==> src/rtl/core/point_to_pixel_color_splat_defines.svh <==
// ---------------------------------------------------------------------------
// Point to pixel color splat assertion macros
// Concurrent assertion helpers shared by the RTL; empty under synthesis.
// ---------------------------------------------------------------------------
`ifndef POINT_TO_PIXEL_COLOR_SPLAT_DEFINES_SVH
`define POINT_TO_PIXEL_COLOR_SPLAT_DEFINES_SVH

`ifndef SYNTHESIS
`define PPCS_ASSERT_SAME(lbl, ante, cons) \
  lbl: assert property (@(posedge clk) disable iff (rst) (ante) |-> (cons)) \
    else $error("ppcs assertion failed");
`define PPCS_ASSERT_NEXT(lbl, ante, cons) \
  lbl: assert property (@(posedge clk) disable iff (rst) (ante) |=> (cons)) \
    else $error("ppcs assertion failed");
`else
`define PPCS_ASSERT_SAME(lbl, ante, cons)
`define PPCS_ASSERT_NEXT(lbl, ante, cons)
`endif

`endif

==> src/rtl/core/ppcs_pkg.sv <==
// ---------------------------------------------------------------------------
// Point to pixel color splat package
// Field widths, register indexes, reset values and shared types.
// ---------------------------------------------------------------------------
package ppcs_pkg;

  localparam int COORD_W     = 16;
  localparam int DIFF_W      = COORD_W + 1;
  localparam int SCALE_W     = 24;
  localparam int PRODUCT_W   = COORD_W + SCALE_W;
  localparam int FRAC_SHIFT  = 24;
  localparam int LEVEL_W     = 8;
  localparam int POS_W       = 12;
  localparam int DIM_CFG_W   = 13;
  localparam int INDEX_W     = 24;
  localparam int BOX_W       = 3 * COORD_W;
  localparam int CFG_INDEX_W = 4;
  localparam int CFG_DATA_W  = 48;

  localparam logic [LEVEL_W-1:0]   LEVEL_MAX         = 8'd255;
  localparam logic [LEVEL_W-1:0]   LEVEL_MIN         = 8'd0;
  localparam logic [SCALE_W-1:0]   SCALE_RESET       = 24'd4096;
  localparam logic [DIM_CFG_W-1:0] WIDTH_RESET       = 13'd640;
  localparam logic [DIM_CFG_W-1:0] HEIGHT_RESET      = 13'd480;

  typedef enum logic [CFG_INDEX_W-1:0] {
    REG_CROP_ENABLE  = 4'd0,
    REG_BOX_MIN      = 4'd1,
    REG_BOX_MAX      = 4'd2,
    REG_SCALE_X      = 4'd3,
    REG_SCALE_Y      = 4'd4,
    REG_SCALE_Z      = 4'd5,
    REG_IMAGE_WIDTH  = 4'd6,
    REG_IMAGE_HEIGHT = 4'd7
  } cfg_reg_t;

  typedef struct packed {
    logic s1;
    logic s2;
    logic s3;
  } stage_en_t;

endpackage

==> src/rtl/core/ppcs_if.sv <==
// ---------------------------------------------------------------------------
// Point to pixel color splat channel interfaces
// Point input, pixel result and configuration write channels.
// ---------------------------------------------------------------------------
interface ppcs_point_if;
  import ppcs_pkg::*;

  logic                       valid;
  logic                       ready;
  logic signed [COORD_W-1:0]  point_x;
  logic signed [COORD_W-1:0]  point_y;
  logic signed [COORD_W-1:0]  point_z;
  logic        [POS_W-1:0]    cam_column;
  logic        [POS_W-1:0]    cam_row;
  logic                       last_point;

  modport source (output valid, point_x, point_y, point_z, cam_column, cam_row,
                  last_point, input ready);
  modport sink (input valid, point_x, point_y, point_z, cam_column, cam_row,
                last_point, output ready);
endinterface

interface ppcs_pixel_if;
  import ppcs_pkg::*;

  logic                 valid;
  logic                 ready;
  logic                 write_pixel;
  logic [INDEX_W-1:0]   pixel_index;
  logic [LEVEL_W-1:0]   red;
  logic [LEVEL_W-1:0]   green;
  logic [LEVEL_W-1:0]   blue;
  logic                 end_of_cloud;

  modport source (output valid, write_pixel, pixel_index, red, green, blue,
                  end_of_cloud, input ready);
  modport sink (input valid, write_pixel, pixel_index, red, green, blue,
                end_of_cloud, output ready);
endinterface

interface ppcs_cfg_if;
  import ppcs_pkg::*;

  logic                   valid;
  logic                   ready;
  logic [CFG_INDEX_W-1:0] index;
  logic [CFG_DATA_W-1:0]  data;

  modport source (output valid, index, data, input ready);
  modport sink (input valid, index, data, output ready);
endinterface

==> src/rtl/core/point_to_pixel_color_splat.sv <==
// ---------------------------------------------------------------------------
// Point to pixel color splat
// Optionally crops scanned points to a box and maps them to pixel index and color.
// ---------------------------------------------------------------------------
// The point channel takes one scanned point per word: signed Q4.12 x, y, z,
// the camera column and row, and a last-point flag. The pixel channel returns
// exactly one word per point, in order: a write flag, the linear pixel index
// and the red, green and blue levels, all zero when the flag is low.
// The configuration channel is always ready and writes one register per
// word; it is to be used only while no point is in flight.
// The pipeline takes one point per clock unless the pixel channel stalls;
// its three stages are the box subtraction, the scale and dimension
// multipliers, and the clamp with the index add and range compare.
// Each stage has its own valid bit and loads whenever it is empty or its
// successor takes its word, so a stalled receiver backs words up stage by
// stage into the point channel without loss or repetition, and a bubble is
// squeezed out. Reset empties the pipeline and restores the registers.
// ---------------------------------------------------------------------------
`include "point_to_pixel_color_splat_defines.svh"

module point_to_pixel_color_splat #(
  parameter int MAX_DIM = 4096
) (
  input  logic          clk,
  input  logic          rst,
  ppcs_point_if.sink    point,
  ppcs_pixel_if.source  pixel,
  ppcs_cfg_if.sink      cfg
);
  import ppcs_pkg::*;

  localparam int DIM_W  = $clog2(MAX_DIM + 1);
  localparam int ROWP_W = DIM_W + POS_W;
  localparam int SUM_W  = ROWP_W + 1;
  localparam int AREA_W = 2 * DIM_W;
  localparam int CMP_W  = (SUM_W > AREA_W) ? SUM_W : AREA_W;
  localparam logic [DIM_CFG_W-1:0] DIM_LIMIT = DIM_CFG_W'(MAX_DIM);

  logic                 crop_enable;
  logic [BOX_W-1:0]     box_min_corner;
  logic [BOX_W-1:0]     box_max_corner;
  logic [SCALE_W-1:0]   scale_x;
  logic [SCALE_W-1:0]   scale_y;
  logic [SCALE_W-1:0]   scale_z;
  logic [DIM_CFG_W-1:0] image_width;
  logic [DIM_CFG_W-1:0] image_height;

  logic                 v1, v2, v3;
  logic                 ready1, ready2, ready3;
  stage_en_t            en;

  logic [DIM_W-1:0]     w_sat, h_sat;
  logic [DIM_W-1:0]     w1, h1;
  logic [POS_W-1:0]     col1, row1, col2;
  logic                 last1, last2, last3;
  logic [ROWP_W-1:0]    wrow2;
  logic [AREA_W-1:0]    area2;
  logic                 crop_ok2;
  logic [SUM_W-1:0]     sum;
  logic                 keep3;
  logic [INDEX_W-1:0]   idx3;
  logic                 out_x, out_y, out_z;
  logic [LEVEL_W-1:0]   level_x, level_y, level_z;

  assign cfg.ready = 1'b1;

  always_ff @(posedge clk) begin
    if (rst) begin
      crop_enable    <= 1'b0;
      box_min_corner <= '0;
      box_max_corner <= '0;
      scale_x        <= SCALE_RESET;
      scale_y        <= SCALE_RESET;
      scale_z        <= SCALE_RESET;
      image_width    <= WIDTH_RESET;
      image_height   <= HEIGHT_RESET;
    end else if (cfg.valid) begin
      case (cfg.index)
        REG_CROP_ENABLE:  crop_enable    <= cfg.data[0];
        REG_BOX_MIN:      box_min_corner <= cfg.data[BOX_W-1:0];
        REG_BOX_MAX:      box_max_corner <= cfg.data[BOX_W-1:0];
        REG_SCALE_X:      scale_x        <= cfg.data[SCALE_W-1:0];
        REG_SCALE_Y:      scale_y        <= cfg.data[SCALE_W-1:0];
        REG_SCALE_Z:      scale_z        <= cfg.data[SCALE_W-1:0];
        REG_IMAGE_WIDTH:  image_width    <= cfg.data[DIM_CFG_W-1:0];
        REG_IMAGE_HEIGHT: image_height   <= cfg.data[DIM_CFG_W-1:0];
        default: begin
        end
      endcase
    end
  end

  assign ready3      = !v3 || pixel.ready;
  assign ready2      = !v2 || ready3;
  assign ready1      = !v1 || ready2;
  assign point.ready = ready1;
  assign en          = '{s1: ready1, s2: ready2, s3: ready3};

  always_ff @(posedge clk) begin
    if (rst) begin
      v1 <= 1'b0;
      v2 <= 1'b0;
      v3 <= 1'b0;
    end else begin
      if (ready1) v1 <= point.valid;
      if (ready2) v2 <= v1;
      if (ready3) v3 <= v2;
    end
  end

  assign w_sat = (image_width > DIM_LIMIT) ? DIM_W'(MAX_DIM) : DIM_W'(image_width);
  assign h_sat = (image_height > DIM_LIMIT) ? DIM_W'(MAX_DIM) : DIM_W'(image_height);
  assign sum   = SUM_W'(col2) + SUM_W'(wrow2);

  always_ff @(posedge clk) begin
    if (ready1) begin
      w1    <= w_sat;
      h1    <= h_sat;
      col1  <= point.cam_column;
      row1  <= point.cam_row;
      last1 <= point.last_point;
    end
    if (ready2) begin
      wrow2    <= ROWP_W'(w1) * ROWP_W'(row1);
      area2    <= AREA_W'(w1) * AREA_W'(h1);
      col2     <= col1;
      last2    <= last1;
      crop_ok2 <= !(crop_enable && (out_x || out_y || out_z));
    end
    if (ready3) begin
      keep3 <= crop_ok2 && (CMP_W'(sum) < CMP_W'(area2));
      idx3  <= INDEX_W'(sum);
      last3 <= last2;
    end
  end

  ppcs_axis u_axis_x (
    .clk     (clk),
    .en      (en),
    .coord   (point.point_x),
    .lo      (box_min_corner[COORD_W-1:0]),
    .hi      (box_max_corner[COORD_W-1:0]),
    .scale   (scale_x),
    .outside (out_x),
    .level   (level_x)
  );

  ppcs_axis u_axis_y (
    .clk     (clk),
    .en      (en),
    .coord   (point.point_y),
    .lo      (box_min_corner[2*COORD_W-1:COORD_W]),
    .hi      (box_max_corner[2*COORD_W-1:COORD_W]),
    .scale   (scale_y),
    .outside (out_y),
    .level   (level_y)
  );

  ppcs_axis u_axis_z (
    .clk     (clk),
    .en      (en),
    .coord   (point.point_z),
    .lo      (box_min_corner[3*COORD_W-1:2*COORD_W]),
    .hi      (box_max_corner[3*COORD_W-1:2*COORD_W]),
    .scale   (scale_z),
    .outside (out_z),
    .level   (level_z)
  );

  assign pixel.valid        = v3;
  assign pixel.write_pixel  = keep3;
  assign pixel.pixel_index  = keep3 ? idx3 : '0;
  assign pixel.red          = keep3 ? level_x : LEVEL_MIN;
  assign pixel.green        = keep3 ? level_y : LEVEL_MIN;
  assign pixel.blue         = keep3 ? level_z : LEVEL_MIN;
  assign pixel.end_of_cloud = last3;

  `PPCS_ASSERT_NEXT(a_accept_fills_s1, point.valid && point.ready, v1)
  `PPCS_ASSERT_NEXT(a_s1_holds_on_stall, v1 && !ready2, v1)
  `PPCS_ASSERT_SAME(a_s2_stall_blocks_input, v2 && v1 && !ready3, !point.ready)

endmodule

==> src/rtl/core/ppcs_axis.sv <==
// ---------------------------------------------------------------------------
// Point to pixel color splat axis unit
// Three-stage box test and linear color level mapping for one axis.
// ---------------------------------------------------------------------------
module ppcs_axis (
  input  logic                              clk,
  input  ppcs_pkg::stage_en_t               en,
  input  logic signed [ppcs_pkg::COORD_W-1:0] coord,
  input  logic signed [ppcs_pkg::COORD_W-1:0] lo,
  input  logic signed [ppcs_pkg::COORD_W-1:0] hi,
  input  logic [ppcs_pkg::SCALE_W-1:0]      scale,
  output logic                              outside,
  output logic [ppcs_pkg::LEVEL_W-1:0]      level
);
  import ppcs_pkg::*;

  logic signed [DIFF_W-1:0] diff;
  logic                     pos1;
  logic [COORD_W-1:0]       mag1;
  logic                     pos2;
  logic [PRODUCT_W-1:0]     prod2;
  logic [LEVEL_W-1:0]       level_next;

  assign diff = DIFF_W'(coord) - DIFF_W'(lo);

  always_ff @(posedge clk) begin
    if (en.s1) begin
      pos1    <= (diff > 0);
      mag1    <= diff[COORD_W-1:0];
      outside <= (coord < lo) || (coord > hi);
    end
    if (en.s2) begin
      pos2  <= pos1;
      prod2 <= PRODUCT_W'(mag1) * PRODUCT_W'(scale);
    end
    if (en.s3) begin
      level <= level_next;
    end
  end

  always_comb begin
    if (!pos2) begin
      level_next = LEVEL_MIN;
    end else if (prod2[PRODUCT_W-1:FRAC_SHIFT+LEVEL_W] != '0) begin
      level_next = LEVEL_MAX;
    end else begin
      level_next = prod2[FRAC_SHIFT+LEVEL_W-1:FRAC_SHIFT];
    end
  end

endmodule
==> src/flat_wrapper.sv <==
// flat-port wrapper written by rule: the top's interface ports become plain ports
module point_to_pixel_color_splat_flat import ppcs_pkg::*;
#(
  parameter int MAX_DIM = 4096
)
  (clk, rst, point_valid, point_point_x, point_point_y, point_point_z, point_cam_column, point_cam_row, point_last_point, point_ready, pixel_valid, pixel_write_pixel, pixel_pixel_index, pixel_red, pixel_green, pixel_blue, pixel_end_of_cloud, pixel_ready, cfg_valid, cfg_index, cfg_data, cfg_ready);
  ppcs_point_if point_i ();
  ppcs_pixel_if pixel_i ();
  ppcs_cfg_if cfg_i ();
  input  logic clk;
  input  logic rst;
  input wire logic [$bits(point_i.valid)-1:0] point_valid;
  input wire logic [$bits(point_i.point_x)-1:0] point_point_x;
  input wire logic [$bits(point_i.point_y)-1:0] point_point_y;
  input wire logic [$bits(point_i.point_z)-1:0] point_point_z;
  input wire logic [$bits(point_i.cam_column)-1:0] point_cam_column;
  input wire logic [$bits(point_i.cam_row)-1:0] point_cam_row;
  input wire logic [$bits(point_i.last_point)-1:0] point_last_point;
  output wire logic [$bits(point_i.ready)-1:0] point_ready;
  output wire logic [$bits(pixel_i.valid)-1:0] pixel_valid;
  output wire logic [$bits(pixel_i.write_pixel)-1:0] pixel_write_pixel;
  output wire logic [$bits(pixel_i.pixel_index)-1:0] pixel_pixel_index;
  output wire logic [$bits(pixel_i.red)-1:0] pixel_red;
  output wire logic [$bits(pixel_i.green)-1:0] pixel_green;
  output wire logic [$bits(pixel_i.blue)-1:0] pixel_blue;
  output wire logic [$bits(pixel_i.end_of_cloud)-1:0] pixel_end_of_cloud;
  input wire logic [$bits(pixel_i.ready)-1:0] pixel_ready;
  input wire logic [$bits(cfg_i.valid)-1:0] cfg_valid;
  input wire logic [$bits(cfg_i.index)-1:0] cfg_index;
  input wire logic [$bits(cfg_i.data)-1:0] cfg_data;
  output wire logic [$bits(cfg_i.ready)-1:0] cfg_ready;
  assign point_i.valid = point_valid;
  assign point_i.point_x = point_point_x;
  assign point_i.point_y = point_point_y;
  assign point_i.point_z = point_point_z;
  assign point_i.cam_column = point_cam_column;
  assign point_i.cam_row = point_cam_row;
  assign point_i.last_point = point_last_point;
  assign point_ready = point_i.ready;
  assign pixel_valid = pixel_i.valid;
  assign pixel_write_pixel = pixel_i.write_pixel;
  assign pixel_pixel_index = pixel_i.pixel_index;
  assign pixel_red = pixel_i.red;
  assign pixel_green = pixel_i.green;
  assign pixel_blue = pixel_i.blue;
  assign pixel_end_of_cloud = pixel_i.end_of_cloud;
  assign pixel_i.ready = pixel_ready;
  assign cfg_i.valid = cfg_valid;
  assign cfg_i.index = cfg_index;
  assign cfg_i.data = cfg_data;
  assign cfg_ready = cfg_i.ready;
  point_to_pixel_color_splat #(.MAX_DIM(MAX_DIM)) u_core (.clk(clk), .rst(rst), .point(point_i), .pixel(pixel_i), .cfg(cfg_i));
endmodule
==> config.mk <==
export PLATFORM = sky130hd
export DESIGN_NAME = point_to_pixel_color_splat_flat
export DESIGN_NICKNAME = d
export VERILOG_FILES = /design/src/rtl/core/ppcs_pkg.sv /design/src/rtl/core/ppcs_if.sv /design/src/rtl/core/point_to_pixel_color_splat.sv /design/src/rtl/core/ppcs_axis.sv /design/src/flat_wrapper.sv
export VERILOG_INCLUDE_DIRS = /design/src /design/src/rtl/core
export SDC_FILE = /design/constraint.sdc
export NUM_CORES = 2
export LEC_CHECK = 0
export BUFFER_PORTS_ARGS = -buffer_cell sky130_fd_sc_hd__buf_2
export CAP_MARGIN = 20
export CORE_UTILIZATION = 40
export CTS_BUF_LIST = sky130_fd_sc_hd__clkbuf_4 sky130_fd_sc_hd__clkbuf_8
export CTS_CLUSTER_SIZE = 10
export DETAILED_ROUTE_END_ITERATION = 8
export GPL_TIMING_DRIVEN = 0
export HOLD_SLACK_MARGIN = 0.02
export PLACE_DENSITY_LB_ADDON = 0.12
export SLEW_MARGIN = 40
export SYNTH_ARGS = -nofsm -noshare
export SYNTH_HDL_FRONTEND = slang
export SYNTH_SLANG_ARGS = --single-unit
==> constraint.sdc <==
create_clock -name clk -period 18.7 [get_ports clk]
set_clock_uncertainty 0.05 [all_clocks]
set_input_delay 0 -clock clk [delete_from_list [all_inputs] [get_ports clk]]
set_output_delay 0 -clock clk [all_outputs]
set_load 0.05 [all_outputs]
==> reports/metrics.cfg <==
[sta]
max_freq_mhz=120
tightest_slew_ps=919
final.period_utilization=0.446
period_minus_slack_ps=8340
hold_viol=0
setup_tns_ps=0
slew_viol_final=0
setup_viol=0
slew_headroom=0.387
rsz0062_at_grt=false

[power_and_ir_drop]
leakagePower_nw=34.4
ir_worst_vdd_mv=0.106
power_density_mw_per_mm2=50.2

[setup_path]
crit_arrival_ps=8780
start_kind=register
path_max_fanout=10
cp-end-kind=register
cp.required_ps=19130
critPathKind=reg -> reg

[floorplanning]
initial_core_util=0.403
die_w_um=407
core_area_mm2=0.163
rows=148
dieArea_mm2=0.165
die_h_um=407
io_pins=183

[final_layout]
regArea_mm2=0.0121
syn2layout_area_growth_pct=12.0
drive_gt1_frac=0.0482
final_area_mm2=0.0733
nets=9439
multi_input_area_mm2=0.0467
fillers=16200

[yosys]
synth_edf_count=271
yosysSeqAreaShare=0.185
synth.top_cell.area_share=0.352
synth_seq_cells=469
synthTopCellsByArea=fa_1 35%, edfxtp_1 12%, ha_1 11%
syn_area_mm2=0.0654
syn_avg_cell_area_um2=9.24
synth_most_common_cell=inv_1
yosysWarningCount=0
synth_top_area_cell=fa_1
synth_top_flop_cell=edfxtp_1
synth_cell_type_count=72
syn_inst=7082
syn_nets=8959
async_flop_share=0
synth_common_cells=1466 x inv_1, 1313 x nand2_1, 1150 x fa_1, 658 x and2_1, 597 x ha_1

[clocking]
cts_tree=yes
path_clk_slew_ps=60
clock_latency_ps=770
cts_buffers=83
htree_levels=3
cts_root_buf=clkbuf_8
postCtsSetupRepairBufs=0
cts_resized=0
clock-sinks=469
clk_path_buf_depth=3

[place]
gp_congestion=0.916
placed_cell_area_mm2=0.0692
portBuffers=179
dp_hpwl_um=157000

[routing]
routed_wl_um=192000
drt-initial-drc-count=2942
drt_first_pass_iters=7
wl_per_cell_um=19.6
vias_per_cell=4.92
dr_total_vias=48300
detail-route-antenna-nets=0
drc=0

[global_routing]
grt_max_degree=62
grt_use_total=0.240
grt_first_pass_wirelength_um=301000
antenna_found_initial=43
grt_overflow=0
grt_pass1_vias=50900

[job]
maxCapViolations=0

[run_status]
status=finished clean

[min_path]
hp-class=in -> reg

-- per-layer routing --
layer / vias to the layer above / track usage / wire length (µm)
li1: 22500 / - / -
met4: 52 / 0.0613 / 4880
met2: 1247 / 0.382 / 86400
met3: 266 / 0.0438 / 12300
met1: 24300 / 0.337 / 88400
met5: - / 0 / 331
-- where the power goes --
part	switching (mW)	internal, mW	total (mW)
logic	0.806	0.443	1.25
registers	0.0976	1.22	1.32
clock network	0.490	0.622	1.11
total	1.39	2.28	3.68
-- metrics by stage --
stage               cells  worst slack (ps)  total power, mW  hold WS [ps]  utilization
floorplan            7082             12140             2.11          48.9            -
global placement     9436              9990             2.53           130        0.425
detailed placement   9442             10430             2.54           128        0.426
CTS                  9805             10340             3.72          28.8        0.450
global route         9817              9860             3.92          74.7        0.451
finish               9821             10360             3.68           102        0.451
-- registers in the layout (all words and copies together) (netlist names), 24 cells and up --
name,cells
u_core.box_max_corner,48
u_core.box_min_corner,48
u_core.area2,26
u_core.wrow2,25
u_core.idx3,24
u_core.scale_x,24
u_core.scale_y,24
u_core.scale_z,24
-- cells by family after synthesis --
| family | after synthesis | synth area share |
|---|---|---|
| DFF | 469 | 0.185 |
| xor gates and xnor gates | 137 | 0.0183 |
| and+or+nand+nor | 2318 | 0.167 |
| muxes | 14 | 0.00214 |
| other | 1 | 0.0000573 |
| buffers and inverters | 1775 | 0.102 |
| adders and majority gates | 1747 | 0.466 |
| AOI/OAI and AO/OA | 621 | 0.0595 |
-- area by class of cell --
type,count,share of cell area
Buffer,309,0.0160
Clock inverter,45,0.00691
Clock buffer,109,0.0190
Inverter,1466,0.0752
Timing Repair Buffer,395,0.0425
Sequential cell,469,0.165
Antenna cell,15,0.000512
Tap cell,2175,0.0371
Multi-Input combinational cell,4838,0.638
-- cells in the final DEF (no fill, tap or decap), types with 20 or more instances in the layout --
cell type      count
o21a_1            53
nand4_1           21
nor3_1            29
inv_1           1464
o21bai_1          20
clkbuf_8          92
dfxtp_1          198
dlygate4sd3_1    209
nor2_1            97
a21oi_1          290
xor2_1            37
edfxtp_1         271
ha_1             597
xnor2_1          100
o21ai_1           29
and2_1           658
nand3_1           39
nor2b_1           61
fa_1            1150
clkbuf_1         297
a21o_1            67
buf_2            180
nand2_1         1312
o21ai_0           49
-- path summary, 6_finish.rpt --
check                     startpoint                        end  slack, ps  depth (start not counted)
hold reg to reg       u_core.col1[8]             u_core.col2[8]        360                          0
setup reg to reg  u_core.scale_x[16]  u_core.u_axis_x.prod2[37]      10360                         22
hold / removal          cfg_data[24]  u_core.box_min_corner[24]        100                          4
setup / recovery  u_core.scale_x[16]  u_core.u_axis_x.prod2[37]      10360                         22
-- critical path, stage by stage (launching register included) --
cell	delay [ps]
dfxtp_1	590
clkbuf_1	690
nand2_1	200
fa_1	590
fa_1	480
fa_1	540
inv_1	50
fa_1	500
fa_1	490
inv_1	50
fa_1	490
inv_1	50
ha_1	280
a21oi_1	220
o21ai_0	320
nor3_2	550
a211oi_1	210
o21ai_1	240
a21boi_1	180
a211oi_2	510
o21ai_1	210
o21ba_1	230
o311a_1	290
-- timing repair --
action / in CTS / in global routing
endpoints found under the setup margin: 0 / 0
hold buffers: 209 / 0
endpoints found under the hold margin: 301 / 0
(Power assumes the default switching activity.)
